===== src/hw/rtl/twrtc_pkg.sv =====
package twrtc_pkg;

  localparam int unsigned BITS_PER_BYTE = 8;
  localparam int unsigned BYTE_W        = 8;
  localparam int unsigned BCNT_W        = 4;

  localparam logic [BYTE_W-1:0] CTRL_ADDR_RESET = 8'h8E;
  localparam logic [BYTE_W-1:0] WP_CLEAR        = 8'h00;
  localparam logic [BYTE_W-1:0] WP_SET          = 8'h80;
  localparam logic [BYTE_W-1:0] READ_FLAG       = 8'h01;

  typedef enum logic [1:0] {
    CMD_TICK      = 2'd0,
    CMD_WRITE     = 2'd1,
    CMD_READ      = 2'd2,
    CMD_PROT_WRITE = 2'd3
  } cmd_e;

  // Stage of a protected write; SUB_NONE for a plain command.
  typedef enum logic [1:0] {
    SUB_NONE   = 2'd0,
    SUB_UNLOCK = 2'd1,
    SUB_MAIN   = 2'd2,
    SUB_LOCK   = 2'd3
  } sub_e;

  typedef enum logic [3:0] {
    PH_IDLE = 4'b0001,
    PH_LOW  = 4'b0010,
    PH_HIGH = 4'b0100,
    PH_END  = 4'b1000
  } phase_e;

  typedef struct packed {
    logic [1:0]        command;
    logic [BYTE_W-1:0] address;
    logic [BYTE_W-1:0] write_data;
    logic              data_pin_in;
  } item_t;

  typedef struct packed {
    logic              enable_pin;
    logic              clock_pin;
    logic              data_pin_out;
    logic              data_drive;
    logic [BYTE_W-1:0] read_byte;
    logic              done_res;
    logic              busy_res;
  } result_t;

  function automatic logic [BYTE_W-1:0] stage_address(input sub_e sub, input logic rd,
                                                      input logic [BYTE_W-1:0] addr,
                                                      input logic [BYTE_W-1:0] ctrl);
    logic [BYTE_W-1:0] a;
    if (sub == SUB_UNLOCK || sub == SUB_LOCK) begin
      a = ctrl;
    end else if (rd) begin
      a = addr | READ_FLAG;
    end else begin
      a = addr;
    end
    return a;
  endfunction

  function automatic logic [BYTE_W-1:0] stage_data(input sub_e sub,
                                                   input logic [BYTE_W-1:0] data);
    logic [BYTE_W-1:0] d;
    case (sub)
      SUB_UNLOCK: d = WP_CLEAR;
      SUB_LOCK:   d = WP_SET;
      default:    d = data;
    endcase
    return d;
  endfunction

endpackage


===== src/hw/rtl/twrtc_in_if.sv =====
interface twrtc_in_if import twrtc_pkg::*; ();
  logic              valid;
  logic              ready;
  logic [1:0]        command;
  logic [BYTE_W-1:0] address;
  logic [BYTE_W-1:0] write_data;
  logic              data_pin_in;

  modport source (output valid, command, address, write_data, data_pin_in, input ready);
  modport sink   (input valid, command, address, write_data, data_pin_in, output ready);
endinterface


===== src/hw/rtl/twrtc_out_if.sv =====
interface twrtc_out_if import twrtc_pkg::*; ();
  logic              valid;
  logic              ready;
  logic              enable_pin;
  logic              clock_pin;
  logic              data_pin_out;
  logic              data_drive;
  logic [BYTE_W-1:0] read_byte;
  logic              done_res;
  logic              busy_res;

  modport source (output valid, enable_pin, clock_pin, data_pin_out, data_drive, read_byte,
                  done_res, busy_res, input ready);
  modport sink   (input valid, enable_pin, clock_pin, data_pin_out, data_drive, read_byte,
                  done_res, busy_res, output ready);
endinterface


===== src/hw/rtl/twrtc_cfg_if.sv =====
interface twrtc_cfg_if import twrtc_pkg::*; ();
  logic              valid;
  logic              ready;
  logic [BYTE_W-1:0] data;

  modport source (output valid, data, input ready);
  modport sink   (input valid, data, output ready);
endinterface


===== src/hw/rtl/three_wire_rtc_serial_master_unit.sv =====
// Channel  | Dir | Payload                                            | Handshake
// ---------+-----+----------------------------------------------------+------------
// in_i     | in  | command, address, write_data, data_pin_in          | valid/ready
// out_o    | out | enable_pin, clock_pin, data_pin_out, data_drive,   | valid/ready
//          |     | read_byte, done_res, busy_res                      |
// cfg_i    | in  | control address byte                               | valid/ready
//
// Every accepted item is one half-bit tick and produces exactly one result item.
// An item is accepted in any cycle in which the result register is empty or is being
// taken, so the block sustains one item per cycle; the result is registered and appears in the cycle after.
// The rate is set by the single state update of the link sequencer per item.
// A stall on the result side holds the result register and, with it, the input side.
// Reset clears the sequencer to idle and the control address to its default.
module three_wire_rtc_serial_master_unit import twrtc_pkg::*; (
  input logic         clk_i,
  input logic         rst_ni,
  twrtc_in_if.sink    in_i,
  twrtc_out_if.source out_o,
  twrtc_cfg_if.sink   cfg_i
);

  logic [BYTE_W-1:0] ctrl_addr_q;
  logic              out_valid_q;
  result_t           res_q;
  result_t           res;
  item_t             item;
  logic              in_fire;

  // The configuration register is always writable; the user must write only while idle (not enforced).
  assign cfg_i.ready = 1'b1;

  always_ff @(posedge clk_i or negedge rst_ni) begin
    if (!rst_ni) begin
      ctrl_addr_q <= CTRL_ADDR_RESET;
    end else if (cfg_i.valid) begin
      ctrl_addr_q <= cfg_i.data;
    end
  end

  // The input side proceeds whenever the result register can take a new value.
  assign in_i.ready = !out_valid_q || out_o.ready;
  assign in_fire    = in_i.valid && in_i.ready;

  assign item.command     = in_i.command;
  assign item.address     = in_i.address;
  assign item.write_data  = in_i.write_data;
  assign item.data_pin_in = in_i.data_pin_in;

  // Sequencer: pin levels and next state for one tick, all in one pass.
  twrtc_engine u_engine (
    .clk_i       (clk_i),
    .rst_ni      (rst_ni),
    .step_i      (in_fire),
    .item_i      (item),
    .ctrl_addr_i (ctrl_addr_q),
    .result_o    (res)
  );

  always_ff @(posedge clk_i or negedge rst_ni) begin
    if (!rst_ni) begin
      out_valid_q <= 1'b0;
    end else if (in_fire) begin
      out_valid_q <= 1'b1;
    end else if (out_o.ready) begin
      out_valid_q <= 1'b0;
    end
  end

  // Result payload needs no reset; it is qualified by out_valid_q.
  always_ff @(posedge clk_i) begin
    if (in_fire) begin
      res_q <= res;
    end
  end

  assign out_o.valid        = out_valid_q;
  assign out_o.enable_pin   = res_q.enable_pin;
  assign out_o.clock_pin    = res_q.clock_pin;
  assign out_o.data_pin_out = res_q.data_pin_out;
  assign out_o.data_drive   = res_q.data_drive;
  assign out_o.read_byte    = res_q.read_byte;
  assign out_o.done_res     = res_q.done_res;
  assign out_o.busy_res     = res_q.busy_res;

endmodule


===== src/hw/rtl/twrtc_engine.sv =====
module twrtc_engine import twrtc_pkg::*; (
  input  logic              clk_i,
  input  logic              rst_ni,
  input  logic              step_i,
  input  item_t             item_i,
  input  logic [BYTE_W-1:0] ctrl_addr_i,
  output result_t           result_o
);

  phase_e            phase_q, phase_d, cur_phase;
  logic [BCNT_W-1:0] bcnt_q, bcnt_d, bcnt, bcnt_inc;
  logic [BYTE_W-1:0] shift_q, shift_d, shift;
  logic [BYTE_W-1:0] addr_q, addr_d, addr;
  logic [BYTE_W-1:0] data_q, data_d, data;
  logic              rd_q, rd_d, rd;
  sub_e              sub_q, sub_d, sub, sub_inc;
  logic [BYTE_W-1:0] last_q, last_d;
  logic              is_idle, start, reading;

  always_comb begin
    is_idle  = (phase_q != PH_LOW) && (phase_q != PH_HIGH) && (phase_q != PH_END);
    start    = is_idle && (item_i.command != CMD_TICK);
    rd       = start ? (item_i.command == CMD_READ) : rd_q;
    sub      = start ? ((item_i.command == CMD_PROT_WRITE) ? SUB_UNLOCK : SUB_NONE) : sub_q;
    addr     = start ? item_i.address : addr_q;
    data     = start ? item_i.write_data : data_q;
    shift    = start ? stage_address(sub, rd, addr, ctrl_addr_i) : shift_q;
    bcnt     = start ? '0 : bcnt_q;
    cur_phase = start ? PH_LOW : (is_idle ? PH_IDLE : phase_q);
    reading  = rd && bcnt[BCNT_W-1];
    bcnt_inc = bcnt + BCNT_W'(1);
    sub_inc  = sub_e'(sub + 2'd1);

    phase_d = cur_phase;
    bcnt_d  = bcnt;
    shift_d = shift;
    addr_d  = addr;
    data_d  = data;
    rd_d    = rd;
    sub_d   = sub;
    last_d  = last_q;

    result_o.enable_pin   = 1'b0;
    result_o.clock_pin    = 1'b0;
    result_o.data_pin_out = 1'b0;
    result_o.data_drive   = 1'b1;
    result_o.done_res     = 1'b0;

    unique case (cur_phase)
      PH_LOW: begin
        result_o.enable_pin   = 1'b1;
        result_o.data_drive   = !reading;
        result_o.data_pin_out = reading ? 1'b0 : shift[0];
        phase_d = PH_HIGH;
      end
      PH_HIGH: begin
        result_o.enable_pin   = 1'b1;
        result_o.clock_pin    = 1'b1;
        result_o.data_drive   = !reading;
        result_o.data_pin_out = reading ? 1'b0 : shift[0];
        if (reading) begin
          shift_d = {item_i.data_pin_in, shift[BYTE_W-1:1]};
        end else begin
          shift_d = {1'b0, shift[BYTE_W-1:1]};
        end
        bcnt_d = bcnt_inc;
        if (bcnt_inc == BCNT_W'(BITS_PER_BYTE)) begin
          // Address byte is out: load the data byte, or clear for a read.
          shift_d = rd ? '0 : stage_data(sub, data);
          phase_d = PH_LOW;
        end else if (bcnt_inc == '0) begin
          phase_d = PH_END;
        end else begin
          phase_d = PH_LOW;
        end
      end
      PH_END: begin
        result_o.clock_pin = 1'b1;
        if (rd) begin
          last_d = shift;
        end
        if (sub == SUB_UNLOCK || sub == SUB_MAIN) begin
          sub_d   = sub_inc;
          phase_d = PH_LOW;
          bcnt_d  = '0;
          shift_d = stage_address(sub_inc, rd, addr, ctrl_addr_i);
        end else begin
          sub_d   = SUB_NONE;
          phase_d = PH_IDLE;
          bcnt_d  = '0;
          result_o.done_res = 1'b1;
        end
      end
      default: begin
      end
    endcase

    result_o.read_byte = last_d;
    result_o.busy_res  = (phase_d != PH_IDLE);
  end

  always_ff @(posedge clk_i or negedge rst_ni) begin
    if (!rst_ni) begin
      phase_q <= PH_IDLE;
      bcnt_q  <= '0;
      shift_q <= '0;
      addr_q  <= '0;
      data_q  <= '0;
      rd_q    <= 1'b0;
      sub_q   <= SUB_NONE;
      last_q  <= '0;
    end else if (step_i) begin
      phase_q <= phase_d;
      bcnt_q  <= bcnt_d;
      shift_q <= shift_d;
      addr_q  <= addr_d;
      data_q  <= data_d;
      rd_q    <= rd_d;
      sub_q   <= sub_d;
      last_q  <= last_d;
    end
  end

endmodule


===== src/flat_wrapper.sv =====
// flat-port wrapper written by rule: the top's interface ports become plain ports
module three_wire_rtc_serial_master_unit_flat import twrtc_pkg::*;
  (clk_i, rst_ni, in_i_valid, in_i_command, in_i_address, in_i_write_data, in_i_data_pin_in, in_i_ready, out_o_valid, out_o_enable_pin, out_o_clock_pin, out_o_data_pin_out, out_o_data_drive, out_o_read_byte, out_o_done_res, out_o_busy_res, out_o_ready, cfg_i_valid, cfg_i_data, cfg_i_ready);
  twrtc_in_if in_i_i ();
  twrtc_out_if out_o_i ();
  twrtc_cfg_if cfg_i_i ();
  input logic clk_i;
  input logic rst_ni;
  input wire logic [$bits(in_i_i.valid)-1:0] in_i_valid;
  input wire logic [$bits(in_i_i.command)-1:0] in_i_command;
  input wire logic [$bits(in_i_i.address)-1:0] in_i_address;
  input wire logic [$bits(in_i_i.write_data)-1:0] in_i_write_data;
  input wire logic [$bits(in_i_i.data_pin_in)-1:0] in_i_data_pin_in;
  output wire logic [$bits(in_i_i.ready)-1:0] in_i_ready;
  output wire logic [$bits(out_o_i.valid)-1:0] out_o_valid;
  output wire logic [$bits(out_o_i.enable_pin)-1:0] out_o_enable_pin;
  output wire logic [$bits(out_o_i.clock_pin)-1:0] out_o_clock_pin;
  output wire logic [$bits(out_o_i.data_pin_out)-1:0] out_o_data_pin_out;
  output wire logic [$bits(out_o_i.data_drive)-1:0] out_o_data_drive;
  output wire logic [$bits(out_o_i.read_byte)-1:0] out_o_read_byte;
  output wire logic [$bits(out_o_i.done_res)-1:0] out_o_done_res;
  output wire logic [$bits(out_o_i.busy_res)-1:0] out_o_busy_res;
  input wire logic [$bits(out_o_i.ready)-1:0] out_o_ready;
  input wire logic [$bits(cfg_i_i.valid)-1:0] cfg_i_valid;
  input wire logic [$bits(cfg_i_i.data)-1:0] cfg_i_data;
  output wire logic [$bits(cfg_i_i.ready)-1:0] cfg_i_ready;
  assign in_i_i.valid = in_i_valid;
  assign in_i_i.command = in_i_command;
  assign in_i_i.address = in_i_address;
  assign in_i_i.write_data = in_i_write_data;
  assign in_i_i.data_pin_in = in_i_data_pin_in;
  assign in_i_ready = in_i_i.ready;
  assign out_o_valid = out_o_i.valid;
  assign out_o_enable_pin = out_o_i.enable_pin;
  assign out_o_clock_pin = out_o_i.clock_pin;
  assign out_o_data_pin_out = out_o_i.data_pin_out;
  assign out_o_data_drive = out_o_i.data_drive;
  assign out_o_read_byte = out_o_i.read_byte;
  assign out_o_done_res = out_o_i.done_res;
  assign out_o_busy_res = out_o_i.busy_res;
  assign out_o_i.ready = out_o_ready;
  assign cfg_i_i.valid = cfg_i_valid;
  assign cfg_i_i.data = cfg_i_data;
  assign cfg_i_ready = cfg_i_i.ready;
  three_wire_rtc_serial_master_unit u_core (.clk_i(clk_i), .rst_ni(rst_ni), .in_i(in_i_i), .out_o(out_o_i), .cfg_i(cfg_i_i));
endmodule

===== config.mk =====
export PLATFORM = sky130hd
export DESIGN_NAME = three_wire_rtc_serial_master_unit_flat
export DESIGN_NICKNAME = d
export VERILOG_FILES = /design/src/hw/rtl/twrtc_pkg.sv /design/src/hw/rtl/twrtc_in_if.sv /design/src/hw/rtl/twrtc_out_if.sv /design/src/hw/rtl/twrtc_cfg_if.sv /design/src/hw/rtl/three_wire_rtc_serial_master_unit.sv /design/src/hw/rtl/twrtc_engine.sv /design/src/flat_wrapper.sv
export SDC_FILE = /design/constraint.sdc
export NUM_CORES = 1
export LEC_CHECK = 0
export ABC_AREA = 1
export ABC_CLOCK_PERIOD_IN_PS = 4650
export BUFFER_PORTS_ARGS = -buffer_cell sky130_fd_sc_hd__buf_2
export CAP_MARGIN = 10
export CORE_UTILIZATION = 60
export CTS_BUF_LIST = sky130_fd_sc_hd__clkbuf_16
export DETAILED_ROUTE_END_ITERATION = 7
export PLACE_DENSITY = 0.81
export REMOVE_ABC_BUFFERS = 1
export SYNTH_ARGS = -nofsm -noshare
export SYNTH_HDL_FRONTEND = slang
export SYNTH_SLANG_ARGS = --single-unit
export TNS_END_PERCENT = 50

===== constraint.sdc =====
create_clock -name clk_i -period 4.65 [get_ports clk_i]
set_input_delay 0.93 -clock clk_i [delete_from_list [all_inputs] [get_ports clk_i]]
set_output_delay 0.93 -clock clk_i [all_outputs]
set_load 0.005 [all_outputs]

==> metrics.txt <==
final global-route overflow total 0; vias in the first global route 3196; Final #Nets between 500 and 600; CP Max Fanout 28; Die Y-Extent about 82 um; Gate Count Post-Synth 505; kind of end point of the critical path flip-flop; number of synthesized flops with an enable pin 14; Net Switching about 1.2 mW; maximum clock path buffer count 2; clock root buffer master clkbuf_16; final-layout setup total negative slack 0 ns; CTS sink count 66; # port buffers 47; number of antenna violations at the first check in global routing 0; Tightest Pin Transition about 0.67 ns; number of pins with negative max-slew slack in the final report 0; share of power burned in the clock network 0.213; post-CTS setup buffer count 0; wire length of the first global-routing pass 14500 um; Initial Util 0.636; endpoint arrival time on the critical path 3.45 ns; fmax 0.310 GHz; area of combinational cells with multiple inputs approximately 1700 um^2; fraction of final layout cells sized beyond drive strength 1 0.211; drc violations 0; Worst slew margin 0.550; outcome complete, no violations; average instance area after synthesis between 7 and 8 um^2; most common cell after layout, fill and taps aside nand2_1; total power divided by cell area around 630 nW/um^2; post-synthesis sequential area ratio 0.448; Top-Level Pins 49; number of detailed-route iterations in the first pass 5; count of cell types in the netlist 35; required time of the worst setup path 4.87 ns; leakage power summed over all cells between 2 and 2.5 nW; maximum number of pins on one net before global-route repair 53; Vias 3440; most frequent cells in the layout nand2_1 (197), inv_1 (63), buf_2 (47), dfrtp_1 (47), nand3_1 (37); Vias/cell 5.51; Slowest-stage cell, CP buf_4; fill cell instance count of the final layout a little under 500; maximum ir drop on the vdd rail ~0.00039 V; layout-stage area growth over the synthesis result 12.2%; Sw Share 0.433; Die Area between 6000 and 7000 um^2; clock transition at the register clock pins on the worst setup and hold paths after CTS ~0.05 ns; overall die width 82.2 um; max-capacitance violation count 0; share of power burned in combinational logic 0.454; Resize count post-CTS 0; number of setup violations in the final report 0; Final GP Congestion 0.853; crit path launch type primary input; TritonCTS clock tree yes; setup repair after global routing missed its margin false; Detailed Route WL approximately 8800 um; combined buffer and inverter count along the critical path 4; # hold bufs at CTS 0; Tcrit/Tclk final 0.694; Internal Pwr Total between 1.5 and 2 mW; largest clock skew in the final design just under 0.004 ns; Site Rows 28; number of antenna repair diodes 0; Worst-Skew Late Latency around 0.33 ns; DRC marker count from the first detailed-route iteration between 300 and 400; sequential share of power 0.333; cells along the critical path buf_2, or2_1, nand3_4, buf_4, nand2_1, inv_1, ha_1, inv_1, nand3_2, nand3_2, nor2_4, nand2_1, nand2_1, nor2_1, nor2_1, nor2_1; synthesis-stage register bit count 66; number of warning messages in the yosys log 0; post-detailed-placement half-perimeter wirelength just under 6000 um; minimum clock period after layout 3.23 ns; final routed wire length divided by cell count 14.1 um; final hold vios 0; mapped cell area just under 4000 um^2; path category of the worst min-delay check reg2reg; number of clock buffers inserted by TritonCTS 9; most common flop cell mapped by yosys dfrtp_1; post-layout total power around 2.7 mW; Total GRT Usage 0.293; final design area excluding fillers ~4300 um^2; Largest stage delay, worst path 0.40 ns; Post-synth ARST share 0.788; level count of the clock H-tree 3; start-to-end type of the worst setup path in2reg; placed instance area around 4000 um^2; storage element area roughly 1700 um^2; CP delay by family, top simple AND/OR/NAND/NOR gates; antenna-violating nets left 0; Placeable Area slightly above 6000 um^2
-- metal layers --
metal,GRT usage,vias to the layer above,wire length [um]
met4,0.165,0,240
met3,0.0714,25,683
li1,-,1689,-
met2,0.466,135,4160
met1,0.365,1591,3700
met5,0,-,0
-- final timing paths --
| kind | slack, ns | depth (start not counted) | end | from |
|---|---|---|---|---|
| max | 1.42 | 16 | u_core.u_engine.shift_q[0] | in_i_command[1] |
| min | 0.48 | 2 | u_core.u_engine.data_q[5] | u_core.u_engine.data_q[5] |
| max reg2reg | 1.46 | 16 | u_core.u_engine.shift_q[0] | u_core.u_engine.phase_q[1] |
| min reg2reg | 0.48 | 2 | u_core.u_engine.data_q[5] | u_core.u_engine.data_q[5] |
| max in group asynchronous | 3.48 | 2 | u_core.u_engine.last_q[0] | rst_ni |
| min in group asynchronous | 0.72 | 2 | u_core.out_o.valid | rst_ni |
-- tightest hold or removal path, delay by kind of cell (launching register included) --
| family | cells | cell delay (ns) |
|---|---|---|
| simple gates | 2 | 0.10 |
| flops | 1 | 0.34 |
-- metrics by stage --
stage	std cells	hold slack (ns)	worst slack, ns	util
final	624	0.477	1.42	0.714
after global routing	624	0.489	1.17	0.714
after CTS	624	0.480	1.45	0.714
after detailed placement	608	0.465	1.12	0.672
after global placement	608	0.462	1.19	0.672
after floorplan	481	0.449	1.46	-
-- registers in the layout, summed over array words and instances (netlist names) --
register,count
u_core.out_o.busy_res,1
u_core.u_engine.sub_q,2
u_core.out_o.read_byte,8
u_core.out_o.enable_pin,1
u_core.out_o.data_pin_out,1
u_core.ctrl_addr_q,8
u_core.u_engine.phase_q,4
u_core.out_o.valid,1
u_core.u_engine.rd_q,1
u_core.out_o.clock_pin,1
u_core.u_engine.bcnt_q,4
u_core.u_engine.last_q,8
u_core.out_o.data_drive,1
u_core.u_engine.shift_q,8
u_core.u_engine.addr_q,8
u_core.out_o.done_res,1
u_core.u_engine.data_q,8
-- Yosys cell counts, types with 7 or more instances --
| cell type | instances | area share |
|---|---|---|
| nand2_1 | 197 | 0.19 |
| inv_1 | 60 | 0.058 |
| dfrtp_1 | 47 | 0.30 |
| nand3_1 | 37 | 0.048 |
| o21ai_0 | 17 | 0.022 |
| nor2_1 | 16 | 0.016 |
| edfxtp_1 | 14 | 0.11 |
| o21ai_2 | 13 | 0.030 |
| clkbuf_1 | 11 | 0.011 |
| nand4_1 | 11 | 0.018 |
| mux2_2 | 8 | 0.023 |
| nand2_2 | 7 | 0.011 |
| o211ai_1 | 7 | 0.014 |
-- power groups by stage --
stage	logic (mW)	registers (mW)	clock network [mW]
after floorplan	0.912	0.897	0
after global placement	1.18	0.907	0
after detailed placement	1.22	0.915	0
after CTS	1.23	0.908	0.590
after global routing	1.41	0.930	0.615
final	1.24	0.912	0.583
-- cell type report --
| type | instances | share of cell area |
|---|---|---|
| clock buffer | 9 | 0.0521 |
| clock inverter | 7 | 0.00694 |
| inverter | 65 | 0.0564 |
| multi-input combinational | 350 | 0.401 |
| sequential | 66 | 0.399 |
| tap | 75 | 0.0217 |
| timing repair buffer | 52 | 0.0630 |
-- cells by family after synthesis --
| family | synth area share |
|---|---|
| buf+inv | 0.103 |
| flops | 0.448 |
| compound gates | 0.104 |
| mux | 0.0234 |
| simple gates | 0.311 |
| other cells | 0.000972 |
| fa+ha+maj | 0.00973 |
Note: power is estimated with default switching activity, not from simulation.
